`config.mk`:
```
export PLATFORM = sky130hd
export DESIGN_NAME = mkdb_ctrl
export DESIGN_NICKNAME = d
export VERILOG_FILES = /design/src/rtl/assert_macros.svh /design/src/rtl/mkdb_pkg.sv /design/src/rtl/mkdb_ctrl.sv
export SDC_FILE = /design/constraint.sdc
export NUM_CORES = 1
export LEC_CHECK = 0
export ABC_AREA = 1
export ABC_CLOCK_PERIOD_IN_PS = 2210
export BUFFER_PORTS_ARGS = -buffer_cell sky130_fd_sc_hd__buf_2
export CAP_MARGIN = 10
export CORE_ASPECT_RATIO = 0.6
export CORE_MARGIN = 2
export CORE_UTILIZATION = 30
export DETAILED_ROUTE_END_ITERATION = 6
export SYNTH_ARGS = -nofsm -noshare
export SYNTH_HDL_FRONTEND = slang
export SYNTH_SLANG_ARGS = --single-unit
```
`constraint.sdc`:
```
create_clock -name aclk -period 2.21 [get_ports aclk]
set_input_delay 0.442 -clock aclk [delete_from_list [all_inputs] [get_ports aclk]]
set_output_delay 0.442 -clock aclk [all_outputs]
set_load 0.1 [all_outputs]
```
`src/rtl/assert_macros.svh`:
```
// assertion macros for the rtl
`ifndef ASSERT_MACROS_SVH
`define ASSERT_MACROS_SVH

`ifndef SYNTHESIS

// clocked check, off while reset is held
`define ASSERT_CLK(label, clk, rst_n, prop, msg) \
    label: assert property (@(posedge clk) disable iff (!rst_n) prop) else $error(msg);

// clocked check that also holds during reset
`define ASSERT_ALWAYS(label, clk, prop, msg) \
    label: assert property (@(posedge clk) prop) else $error(msg);

`else

`define ASSERT_CLK(label, clk, rst_n, prop, msg)
`define ASSERT_ALWAYS(label, clk, prop, msg)

`endif

`endif

```
`src/rtl/mkdb_pkg.sv`:
```
package mkdb_pkg;

    // bus and stream widths
    localparam int ADDR_W     = 16;
    localparam int BYTE_W     = 8;
    localparam int CHAR_W     = 7;
    localparam int S_TDATA_W  = 24;
    localparam int S_TUSER_W  = 2;
    localparam int M_TDATA_W  = 16;
    localparam int M_TUSER_W  = 2;

    // key queue sizing
    localparam int KEY_QUEUE_DEPTH = 16;
    localparam int KQ_IDX_W = (KEY_QUEUE_DEPTH > 1) ? $clog2(KEY_QUEUE_DEPTH) : 1;
    localparam int KQ_CNT_W = $clog2(KEY_QUEUE_DEPTH + 1);
    localparam int KQ_SUM_W = KQ_IDX_W + 1;
    localparam logic [KQ_CNT_W-1:0] KQ_FULL = KQ_CNT_W'(KEY_QUEUE_DEPTH);
    localparam logic [KQ_IDX_W-1:0] KQ_LAST = KQ_IDX_W'(KEY_QUEUE_DEPTH - 1);
    localparam logic [KQ_SUM_W-1:0] KQ_WRAP = KQ_SUM_W'(KEY_QUEUE_DEPTH);

    // address map
    localparam logic [7:0]        MIRROR_PAGE    = 8'hD0;
    localparam logic [ADDR_W-1:0] MIRROR_MASK    = 16'hFF13;
    localparam logic [ADDR_W-1:0] KEY_REG        = 16'hD010;
    localparam logic [ADDR_W-1:0] KEY_STATUS_REG = 16'hD011;
    localparam logic [ADDR_W-1:0] DISPLAY_REG    = 16'hD012;
    localparam logic [ADDR_W-1:0] MONITOR_BASE   = 16'hFF00;
    localparam logic [ADDR_W-1:0] ADDR_LAST      = 16'hFFFF;

    // byte constants
    localparam logic [BYTE_W-1:0] KEY_FLAG   = 8'h80;
    localparam logic [BYTE_W-1:0] KEY_READY  = 8'h80;
    localparam logic [BYTE_W-1:0] KEY_NONE   = 8'h00;
    localparam logic [BYTE_W-1:0] CHAR_MASK  = 8'h7F;
    localparam logic [CHAR_W-1:0] CHAR_CR    = 7'h0D;
    localparam logic [CHAR_W-1:0] CHAR_LF    = 7'h0A;

    typedef enum logic [1:0] {
        ACT_KEY   = 2'd0,
        ACT_READ  = 2'd1,
        ACT_WRITE = 2'd2
    } mkdb_action_t;

    typedef enum logic [1:0] {
        ST_CLEAR,
        ST_IDLE,
        ST_ACCESS
    } mkdb_state_t;

    // controller to datapath
    typedef struct packed {
        logic              clr_we;
        logic [ADDR_W-1:0] clr_addr;
        logic              accept;
        logic              load_out;
    } mkdb_cmd_t;

    // datapath to controller
    typedef struct packed {
        logic out_free;
    } mkdb_sts_t;

    // monitor rom image placed at FF00
    localparam logic [BYTE_W-1:0] MONITOR_IMAGE [256] = '{
        8'hd8, 8'h58, 8'ha0, 8'h7f, 8'h8c, 8'h12, 8'hd0, 8'ha9, 8'ha7, 8'h8d, 8'h11, 8'hd0,
        8'h8d, 8'h13, 8'hd0, 8'hc9, 8'hdf, 8'hf0, 8'h13, 8'hc9, 8'h9b, 8'hf0, 8'h03, 8'hc8,
        8'h10, 8'h0f, 8'ha9, 8'hdc, 8'h20, 8'hef, 8'hff, 8'ha9, 8'h8d, 8'h20, 8'hef, 8'hff,
        8'ha0, 8'h01, 8'h88, 8'h30, 8'hf6, 8'had, 8'h11, 8'hd0, 8'h10, 8'hfb, 8'had, 8'h10,
        8'hd0, 8'h99, 8'h00, 8'h02, 8'h20, 8'hef, 8'hff, 8'hc9, 8'h8d, 8'hd0, 8'hd4, 8'ha0,
        8'hff, 8'ha9, 8'h00, 8'haa, 8'h0a, 8'h85, 8'h2b, 8'hc8, 8'hb9, 8'h00, 8'h02, 8'hc9,
        8'h8d, 8'hf0, 8'hd4, 8'hc9, 8'hae, 8'h90, 8'hf4, 8'hf0, 8'hf0, 8'hc9, 8'hba, 8'hf0,
        8'heb, 8'hc9, 8'hd2, 8'hf0, 8'h3b, 8'h86, 8'h28, 8'h86, 8'h29, 8'h84, 8'h2a, 8'hb9,
        8'h00, 8'h02, 8'h49, 8'hb0, 8'hc9, 8'h0a, 8'h90, 8'h06, 8'h69, 8'h88, 8'hc9, 8'hfa,
        8'h90, 8'h11, 8'h0a, 8'h0a, 8'h0a, 8'h0a, 8'ha2, 8'h04, 8'h0a, 8'h26, 8'h28, 8'h26,
        8'h29, 8'hca, 8'hd0, 8'hf8, 8'hc8, 8'hd0, 8'he0, 8'hc4, 8'h2a, 8'hf0, 8'h97, 8'h24,
        8'h2b, 8'h50, 8'h10, 8'ha5, 8'h28, 8'h81, 8'h26, 8'he6, 8'h26, 8'hd0, 8'hb5, 8'he6,
        8'h27, 8'h4c, 8'h44, 8'hff, 8'h6c, 8'h24, 8'h00, 8'h30, 8'h2b, 8'ha2, 8'h02, 8'hb5,
        8'h27, 8'h95, 8'h25, 8'h95, 8'h23, 8'hca, 8'hd0, 8'hf7, 8'hd0, 8'h14, 8'ha9, 8'h8d,
        8'h20, 8'hef, 8'hff, 8'ha5, 8'h25, 8'h20, 8'hdc, 8'hff, 8'ha5, 8'h24, 8'h20, 8'hdc,
        8'hff, 8'ha9, 8'hba, 8'h20, 8'hef, 8'hff, 8'ha9, 8'ha0, 8'h20, 8'hef, 8'hff, 8'ha1,
        8'h24, 8'h20, 8'hdc, 8'hff, 8'h86, 8'h2b, 8'ha5, 8'h24, 8'hc5, 8'h28, 8'ha5, 8'h25,
        8'he5, 8'h29, 8'hb0, 8'hc1, 8'he6, 8'h24, 8'hd0, 8'h02, 8'he6, 8'h25, 8'ha5, 8'h24,
        8'h29, 8'h07, 8'h10, 8'hc8, 8'h48, 8'h4a, 8'h4a, 8'h4a, 8'h4a, 8'h20, 8'he5, 8'hff,
        8'h68, 8'h29, 8'h0f, 8'h09, 8'hb0, 8'hc9, 8'hba, 8'h90, 8'h02, 8'h69, 8'h06, 8'h2c,
        8'h12, 8'hd0, 8'h30, 8'hfb, 8'h8d, 8'h12, 8'hd0, 8'h60, 8'h00, 8'h00, 8'h00, 8'h0f,
        8'h00, 8'hff, 8'h00, 8'h00
    };

    // upper-case a..z, leave everything else
    function automatic logic [BYTE_W-1:0] to_upper(input logic [BYTE_W-1:0] c);
        logic [BYTE_W-1:0] r;
        r = c;
        if (c >= 8'h61 && c <= 8'h7A) begin
            r = c - 8'h20;
        end
        return r;
    endfunction

endpackage

```
`src/rtl/mkdb_ctrl.sv`:
```
module mkdb_ctrl
    import mkdb_pkg::*;
(
    input  logic      aclk,
    input  logic      aresetn,
    input  logic      s_tvalid,
    output logic      s_tready,
    input  mkdb_sts_t sts,
    output mkdb_cmd_t cmd
);

    mkdb_state_t       state_reg, state_next;
    logic [ADDR_W-1:0] clr_cnt_reg, clr_cnt_next;

    // state and clear counter
    always_ff @(posedge aclk) begin
        if (!aresetn) begin
            state_reg   <= ST_CLEAR;
            clr_cnt_reg <= '0;
        end else begin
            state_reg   <= state_next;
            clr_cnt_reg <= clr_cnt_next;
        end
    end

    // next state and commands
    always_comb begin
        state_next   = state_reg;
        clr_cnt_next = clr_cnt_reg;
        s_tready     = 1'b0;
        cmd          = '0;
        cmd.clr_addr = clr_cnt_reg;
        case (state_reg)
            ST_CLEAR: begin
                cmd.clr_we   = 1'b1;
                clr_cnt_next = clr_cnt_reg + 1'b1;
                if (clr_cnt_reg == ADDR_LAST) begin
                    state_next = ST_IDLE;
                end
            end
            ST_IDLE: begin
                s_tready = 1'b1;
                if (s_tvalid) begin
                    cmd.accept = 1'b1;
                    state_next = ST_ACCESS;
                end
            end
            ST_ACCESS: begin
                if (sts.out_free) begin
                    cmd.load_out = 1'b1;
                    state_next   = ST_IDLE;
                end
            end
            default: begin
                state_next = ST_IDLE;
            end
        endcase
    end

endmodule

```
# [After elaboration in Yosys (flattened, before gate mapping)]
# Cells that the tools add are included.
[word_totals] register_bits=18
[op_classes] add_sub_neg=1 muxes=10 eq_ne=6 n_reduce_logical=2
[op_table] op="$add 16x1->16 const B" n=1
[op_table] op="$eq 16x16->1 const B" n=1
[op_table] op="$mux 1" n=6
[op_table] op="$mux 2" n=3
[op_table] op="$ne 2x2->1 const B" n=3
[op_table] op="$pmux 2 s3" n=1
[op_table] op="$reduce_and 3->1" n=1
[op_table] op="$eq 2x1->1 const B" n=1
[op_table] op="$eq 2x2->1 const B" n=1
[op_table] op="$logic_not 2->1" n=1

# [Depth between registers and ports, before layout]
# Gate-level depths: netlist (run 1).
[depth] depth_word=3 depth_mapped=9

# [Worst setup path before layout (run 1)]
# OpenSTA, ideal clock, no wires.
[synth_path] kind="flip-flop to output port" start="register state_reg[0]" end="output cmd[1] (netlist name)" setup_slack_ns=-0.985 arrival_ns=2.753 n_path_buf=0 stages_incl_launch_ff=5 cell_sequence="dfxtp_1 > inv_1 > nor2_2 > inv_1 > nor2_1"
[synth_rtl] item="from (decl)" line="mkdb_ctrl.sv:12" source="mkdb_state_t state_reg, state_next;"
[synth_rtl] item="from (signal assigned)" line="mkdb_ctrl.sv:21" source="state_reg <= state_next;"
[synth_rtl] item="to (decl)" line="mkdb_ctrl.sv:9" source="output mkdb_cmd_t cmd"

==> results.md, run 1 <==
- Status: complete, no violations
- Req. time, crit path: approximately 1800 ps
- Util after Layout: between 40% and 50%
- Tmin final: just under 2000 ps
- # fillers: approximately 320
- F_max: approximately 520 MHz
- First-pass GRT wire length: about 3800 um
- Seq/Total Area, Yosys: between 30% and 40%
- Final ANT Viol Nets: 0
- CP max FO: 3
- Most common cell in the synthesized netlist: nand2_1
- Max-cap viol count: 0
- Overflow after GRT: 0
- Mean post-synth cell area: ~6.6 um^2
- Slew HR: approximately 67%
- Hold Buf Count CTS: 0
- Synth top area share: around 37%
- Rows: 15
- CTS tree: done
- Core ar.: 2970 um^2
- Initial Util: about 33%
- Via count: 954
- Area grow syn2layout: 24.0%
- Most used flip-flop cell after synthesis: dfxtp_1
- Ant diodes: 0
- FFs w/ async S/R, synth: 0%
- CP Data Arrival Time: 1500 ps
- Final Cycle Share: between 80% and 90%
- Area after DPL: roughly 1100 um^2
- Max-slew violations: 0
- Share of cells above drive strength 1: between 20% and 30%
- Clock root buffer: clkbuf_8
- Place WS: 549 ps
- Final worst slack: ~270 ps
- Worst-Skew Late Latency: approximately 260 ps
- Clock-pin slew on the worst setup and hold paths: around 70 ps
- Largest net degree at the start of global routing: 14
- Synth Cell Area: 970 um^2
- Yosys warns: 0
- List of most frequent post-synthesis cells: 33 x nand2_1, 27 x inv_1, 21 x nor2_1
- Post-synth top area cell: dfxtp_1
- TritonCTS buffer count: 3
- CP endpoint kind: output pin
- Clk sink count: 18
- Chip width: 77.4 um
- Cell Pwr Density: 634 nW/um^2
- DR iter-0 viols: 76
- CTS max path bufs: 2
- Final hold violations: 0
- Clock Skew: between 3 and 4 ps
- RSZ-0062 raised after global routing: no
- Via density: about 4.5
- Crit Path Category: reg -> out
- Unique masters post-synth: 21
- Final wirelength: roughly 2300 um
- EDFF count, synth: 0
- Hold WC Path Type: in -> reg
- Layout Nets: 178
- Number of global-route vias before repair: ~830
- Crit path launch type: register
- Worst Max-Slew Pin Slew: approximately 490 ps
- Hold path depth: 4
- Worst vdd ir: 361 uV
- Die area: ~3700 um^2
- Die height: between 40 and 50 um
- Io pins: 24
- First drt pass iteration count: 4
- PortBufs: 23
- Max reg flops: 16
- Syn nets: between 150 and 200
- Post-route cell area: around 1200 um^2
- Post-DP HPWL: 1840 um
- CTS resizes: 0
- Static leakage: 0.561 nW
- Worst-case reg-to-reg path depth: 8
- Yosys reg bits: 18
- Top post-synthesis cells by area: dfxtp_1 37%, nand2_1 13%, inv_1 10%
- # DRC: 0
- Initial antenna violation count: 0
- Final Setup Violations: 0
- Setup_tns: 0 ps
- GRT Util Overall: 13.7%
- GP Congestion: 0.786
- Drt wl/cell: around 11 um
- # Post-CTS Setup Buffers: 0
- Post-synthesis cell count: roughly 150
- CTS H-tree lvls: 1
==> per-stage QoR <==
step / instances / hold WS (ps) / power, mW
floorplan: 146 / 575 / 0.473
global placement: 210 / 487 / 0.493
detailed placement: 210 / 501 / 0.495
CTS: 214 / 507 / 0.769
global route: 214 / 528 / 0.797
finish: 214 / 512 / 0.763
==> kinds of logic (layout without fill, tap and decap cells) <==
family	Yosys count	count (layout)	share of synthesized area (%)
flops	18	18	37.2
buf+inv	29	55	11.6
fa+ha+maj	1	1	1.29
simple gates	78	78	38.7
compound gates	20	20	11.2
==> critical path, cell delays in order (launching register included) <==
cell     delay, ps
dfxtp_1        410
inv_1          130
nor2_4         110
inv_1           80
nor2_4          80
buf_2          420
==> final cells by class <==
cell class / count / area [um^2] / area share [%]
inverters: 28 / 105 / 8.74
repair buffers: 23 / 115 / 9.57
well taps: 42 / 52.6 / 4.37
clock buffers: 4 / 55.1 / 4.58
flip-flops and latches: 18 / 360 / 30.0
multi-input cells: 99 / 514 / 42.8
==> path summary, 6_finish.rpt <==
kind / to / start / slack (ps)
worst min-delay path: state_reg[1] / sts / 510
worst min register to register: clr_cnt_reg[8] / clr_cnt_reg[8] / 510
worst max-delay path: cmd[1] / state_reg[0] / 270
worst max register to register: clr_cnt_reg[14] / clr_cnt_reg[0] / 680
==> where the power goes <==
group	internal [mW]	switching, mW	leakage (nW)	total [mW]
logic	0.0249	0.117	0.386	0.142
clock network	0.159	0.117	0.0288	0.275
registers	0.334	0.0116	0.146	0.345
==> placed cells by master, fill, tap and decap left out, drive strengths merged <==
master and n:
nor3 4, nor2 26, and3 1, a21oi 10, clkbuf 4, o21bai 1
nand4 4, dfxtp 18, inv 28, nand3 8, o21ai 8, ha 1
nand2 35, buf 23, a211oi 1
==> layer usage <==
| metal | track usage, % | vias to the layer above | wire (um) |
|---|---|---|---|
| met5 | 0 | - | 0 |
| met4 | 3.21 | 0 | 11 |
| met3 | 5.66 | 3 | 170 |
| met2 | 20.9 | 25 | 912 |
| met1 | 18.5 | 418 | 1190 |
| li1 | - | 508 | - |
Note: power is estimated with default switching activity, not from simulation.
==> run 2: changes to the inputs <==
--- a/config.mk
+++ b/config.mk
@@ -5,12 +5,10 @@
 export SDC_FILE = /design/constraint.sdc
 export NUM_CORES = 1
 export LEC_CHECK = 0
-export ABC_AREA = 1
 export ABC_CLOCK_PERIOD_IN_PS = 2210
 export BUFFER_PORTS_ARGS = -buffer_cell sky130_fd_sc_hd__buf_2
 export CAP_MARGIN = 10
 export CORE_ASPECT_RATIO = 0.6
-export CORE_MARGIN = 2
 export CORE_UTILIZATION = 30
 export DETAILED_ROUTE_END_ITERATION = 6
 export SYNTH_ARGS = -nofsm -noshare
==> results.md, run 2 <==
- Initial Util: about a third
- Fin cells: 151
- Area grow syn2layout: 22.1%
- Pwr Total: 0.629 mW
- Clk pwr share: between 30% and 40%
- Area after DPL: approximately 1000 um^2
- # fillers: about 270
- Commonest non-fill, non-tap cell in the layout: buf_2
- Largest net degree at the start of global routing: 15
- Share of cells above drive strength 1: a little under a third
- CTS resizes: 0
- # DRC: 2
- Io pins: 24
- GP Congestion: around 0.72
- Post-DP HPWL: 1350 um
- Via count: around 710
- GRT Util Overall: between 10% and 20%
- Final worst slack: a little over 300 ps
- CP Data Arrival Time: about 1500 ps
- First-pass GRT wire length: 3030 um
- Highest-count cells in the layout ignoring fill and taps: 23 x buf_2, 16 x dfxtp_1, 13 x nor2_1
- Net Switching: 0.166 mW
- Setup_tns: 0 ps
- Worst vdd ir: between 200 and 250 uV
- Status: finished, violations left
- Slew HR: between 60% and 70%
- Max reg flops: 16
- Static leakage: approximately 0.47 nW
- Critical Path Source: state_reg[0]
- Synth top area share: roughly two fifths
- Post-route cell area: between 1000 and 1500 um^2
- CP endpoint kind: output pin
- Clock-pin slew on the worst setup and hold paths: 70 ps
- # Post-CTS Setup Buffers: 0
- Combinational power share: 10.5%
- Syn nets: 100
- Yosys warns: 0
- Max-slew violations: 0
- Worst Max-Slew Pin Slew: roughly 490 ps
- Most used flip-flop cell after synthesis: dfxtp_1
- Clk sink count: 18
- Min Hold Slack: between 400 and 500 ps
- Max-cap viol count: 0
- Ant diodes: 0
- R2R Path Start: clr_cnt_reg[0]
- Final wirelength: roughly 1800 um
- Most used routing layer: met2
- RSZ-0062 raised after global routing: no
- Overflow after GRT: 0
- Drt wl/cell: 11.8 um
- Post-synth top area cell: dfxtp_1
- Synth Cell Area: 862 um^2
- GR Util met1: 17.8%
- Post-synthesis cell count: 95
- Net switching fraction of the power: 26.4%
- Rows: 14
- List of most frequent post-synthesis cells: 18 x dfxtp_1, 14 x nor2_1, 10 x nand2_1
- Failing checks: design-rule violations
- Final Setup Violations: 0
- EDFF count, synth: 0
- Met3 usage: 5.81%
- Final hold violations: 0
- CP max FO: 8
- Hold_sp: clr_cnt_reg[15]
- DR iter-0 viols: 15
- PortBufs: 23
- Place WS: roughly 520 ps
- Number of global-route vias before repair: about 660
- Die area: between 3000 and 4000 um^2
- Crit path launch type: register
- Layout Nets: about 130
- Sequential Power Share: between 50% and 60%
- Via density: roughly 4.7
- Mean post-synth cell area: 9.07 um^2
- F_max: around 530 MHz
- Initial antenna violation count: 0
- Final Cycle Share: between 80 and 90%
- Clock root buffer: clkbuf_8
- Worst-Skew Late Latency: about 250 ps
- Most common cell in the synthesized netlist: dfxtp_1
- CTS max path bufs: 2
- Crit Path Category: reg -> out
- Tmin final: roughly 1900 ps
- Cell Pwr Density: between 500 and 600 nW/um^2
- Hold WC Path Type: reg -> reg
- Util after Layout: roughly two fifths
- Unique masters post-synth: 29
- TritonCTS buffer count: 3
- Yosys reg bits: 18
- Core ar.: 2610 um^2
- Pint: 0.463 mW
- Seq/Total Area, Yosys: 41.8%
- Die height: approximately 44 um
- Clock Skew: approximately 3.3 ps
- Req. time, crit path: around 1800 ps
- Final ANT Viol Nets: 0
- Chip width: between 70 and 80 um
- GR Layer Usage met2: between 10% and 20%
- Top post-synthesis cells by area: dfxtp_1 42%, xnor2_1 7.1%, nor2_1 6.1%
- Inst Count DP: between 100 and 150
- Hold Buf Count CTS: 0
- CTS H-tree lvls: 1
- FFs w/ async S/R, synth: 0%
- CTS tree: done
- First drt pass iteration count: 6
-- run 2: layout make-up --
class,count,area [um^2],share of cell area [%]
multi-input cells,71,478,45.4
flip-flops and latches,18,363,34.5
repair buffers,23,115,10.9
clock buffers,3,41.3,3.92
well taps,32,40.0,3.80
inverters,4,15.0,1.43
-- run 2: metal layers --
layer  vias up  share of wire (%)  wire length (um)
li1        369                  -                 -
met5         -                  0                 0
met1       313                 54               957
met2        22                 39               694
met3         2                6.5               115
met4         0               0.62                11
-- run 2: power by group through the flow --
stage,clock network [mW],registers [mW],logic (mW)
2_1_floorplan,0,0.378,0.0191
3_3_place_gp,0,0.344,0.0652
3_5_place_dp,0,0.344,0.0663
4_1_cts,0.237,0.337,0.0665
5_1_grt,0.260,0.338,0.0695
6_report,0.227,0.337,0.0659
-- run 2: worst paths after layout --
check | endpoint | slack, ps | cells after the start
worst max-delay path | cmd[1] | 310 | 3
worst min-delay path | clr_cnt_reg[15] | 490 | 2
worst max register to register | state_reg[0] | 510 | 5
worst min register to register | clr_cnt_reg[15] | 490 | 2
-- run 2: logic make-up (layout without fill, tap and decap cells) --
kind of cell             count (synthesis)  count (layout)  share of synthesized area [%]
buffers and inverters                    6              30                           3.48
AND/OR/NAND/NOR                         50              50                           34.8
multiplexers                             4               4                           4.64
flip-flops                              18              18                           41.8
adder cells (fa/ha/maj)                  1               1                           1.45
AO/OA/AOI/OAI                            6               6                           3.63
XOR/XNOR                                10              10                           10.2
-- run 2: worst max-delay path, stage by stage, from the launching register on --
cell,delay [ps]
dfxtp_1,450
nor2b_2,190
and2_2,150
buf_2,420
==> run 3: changes to the inputs <==
--- a/config.mk
+++ b/config.mk
@@ -8,9 +8,13 @@
 export ABC_CLOCK_PERIOD_IN_PS = 2210
 export BUFFER_PORTS_ARGS = -buffer_cell sky130_fd_sc_hd__buf_2
 export CAP_MARGIN = 10
+export CELL_PAD_IN_SITES_DETAIL_PLACEMENT = 1
+export CELL_PAD_IN_SITES_GLOBAL_PLACEMENT = 1
 export CORE_ASPECT_RATIO = 0.6
 export CORE_UTILIZATION = 30
 export DETAILED_ROUTE_END_ITERATION = 6
+export PLACE_DENSITY_LB_ADDON = 0.1
+export RECOVER_POWER = 50
 export SYNTH_ARGS = -nofsm -noshare
 export SYNTH_HDL_FRONTEND = slang
 export SYNTH_SLANG_ARGS = --single-unit
==> results.md, run 3 (synthesized netlist as in run 2, its figures left out) <==
- Tmin final: just under 2000 ps
- Final Setup Violations: 0
- Initial antenna violation count: 0
- Via count: 733
- Combinational power share: about a tenth
- Met3 WL: approximately 120 um
- Drt wl/cell: ~14 um
- Rows: 14
- Cell Pwr Density: between 600 and 700 nW/um^2
- CTS resizes: 0
- Clock-pin slew on the worst setup and hold paths: 70 ps
- Max-slew violations: 0
- Post-route cell area: ~1100 um^2
- Max-cap viol count: 0
- Flop-to-flop setup slack: ~480 ps
- CP max FO: 5
- CTS max path bufs: 2
- Slew HR: a little under a quarter
- Clk sink count: 18
- F_max: 515 MHz
- Hold Buf Count CTS: 0
- CTS H-tree lvls: 1
- Critical Path Source: clr_cnt_reg[1]
- Worst-case reg-to-reg path depth: 5
- Area grow syn2layout: 22.6%
- Clk pwr share: 40.2%
- Commonest non-fill, non-tap cell in the layout: dfxtp_1
- Largest net degree at the start of global routing: 15
- Crit path cell chain: clkbuf_1
- Final hold violations: 0
- Sequential Power Share: approximately 50%
- Io pins: 24
- FF/Latch Area: 362 um^2
- Routed wl met2: about 850 um
- Overflow after GRT: 0
- Net Switching: between 0.15 and 0.2 mW
- DR iter-0 viols: 43
- Net switching fraction of the power: around a quarter
- WP buf/inv: 1
- Crit Path Category: reg -> out
- Static leakage: approximately 0.46 nW
- Pwr Total: ~0.67 mW
- Chip width: 71.2 um
- Worst Max-Slew Pin Slew: approximately 1200 ps
- GP Congestion: around 0.71
- RSZ-0062 raised after global routing: no
- Util after Layout: approximately 41%
- Failing checks: design-rule violations
- RR Endpoint: clr_cnt_reg[10]
- Hold WC Path Type: in -> reg
- Final wirelength: between 2000 and 2500 um
- Max reg flops: 16
- Via density: between 4 and 5
- Post-DP HPWL: about 1600 um
- PortBufs: 23
- Status: finished, violations left
- Worst-Skew Late Latency: roughly 260 ps
- # fillers: around 320
- Initial Util: roughly 33%
- Req. time, crit path: between 1500 and 2000 ps
- Worst vdd ir: about 250 uV
- First-pass GRT wire length: between 3000 and 4000 um
- Min Hold Slack: approximately 480 ps
- Crit path to: cmd[3]
- Crit path launch type: register
- Layout Nets: approximately 130
- CP peak stage delay: 870 ps
- # Post-CTS Setup Buffers: 0
- Pint: roughly 0.5 mW
- Highest metal used: met4
- WL met1: 1070 um
- CP endpoint kind: output pin
- Die height: roughly 44 um
- CP Data Arrival Time: around 1500 ps
- Die area: 3100 um^2
- Share of cells above drive strength 1: approximately 28%
- # DRC: 2
- GRT Util Overall: between 10% and 20%
- Highest-count cells in the layout ignoring fill and taps: 17 x dfxtp_1, 14 x nor2_1, 13 x buf_2
- First drt pass iteration count: 5
- Area after DPL: 1010 um^2
- R2R Path Start: clr_cnt_reg[0]
- TritonCTS buffer count: 3
- Crit path depth: 1
- CTS tree: done
- Largest delay contributor family on the critical path: buffers and inverters
- Clock root buffer: clkbuf_8
- Ant diodes: 0
- Final ANT Viol Nets: 0
- Number of global-route vias before repair: roughly 720
- Multi-input gate area: approximately 470 um^2
- CP max-delay cell: clkbuf_1
- Final Cycle Share: between 80% and 90%
- Clock Skew: 6.25 ps
- Core ar.: around 2600 um^2
## run 3: cell count changes in the layout (fill, tap and decap cells not counted)
cell / previous run / this run
clkbuf_8: 3 / 4
nor2_1: 13 / 14
nor2_2: 1 / 0
clkbuf_1: 0 / 2
nor2b_2: 1 / 0
buf_2: 23 / 13
clkbuf_2: 0 / 8
dfxtp_1: 16 / 17
dfxtp_2: 2 / 1
nor2b_1: 0 / 1
## run 3: cell type report
type	count	area share (%)
Sequential cell	18	34.2
Inverter	4	1.42
Tap cell	32	3.79
Clock buffer	4	5.21
Timing Repair Buffer	23	10.7
Multi-Input combinational cell	71	44.7
## run 3: tightest hold or removal path: stages
cell     delay (ps)
buf_2            90
nor3b_1          40
nor2_1           80
nor2_1           50
## run 3: power groups by stage
stage / logic (mW) / registers [mW] / clock network, mW
finish: 0.0657 / 0.337 / 0.270
global route: 0.0699 / 0.338 / 0.305
CTS: 0.0672 / 0.337 / 0.284
detailed placement: 0.0671 / 0.345 / 0
global placement: 0.0660 / 0.343 / 0
floorplan: 0.0191 / 0.378 / 0
## run 3: worst min-delay path by stage
stage          cells after the start            start              end  slack (ps)
2_1_floorplan                      2     state_reg[0]     state_reg[0]         540
3_3_place_gp                       2  clr_cnt_reg[13]  clr_cnt_reg[13]         470
3_5_place_dp                       2  clr_cnt_reg[13]  clr_cnt_reg[13]         480
4_1_cts                            4              sts     state_reg[1]         480
5_1_grt                            4              sts     state_reg[1]         470
6_report                           4              sts     state_reg[1]         480
## run 3: routing by layer
layer,vias to the layer above,track usage (%)
li1,372,-
met1,340,20.5
met2,17,23.0
met3,4,6.05
met4,0,6.00
met5,-,0
## run 3: stage by stage
step	setup slack (ps)	std cells	setup TNS, ps
floorplan	-143	95	-143
global placement	516	148	0
detailed placement	494	148	0
CTS	254	152	0
global route	179	152	0
finish	270	152	0
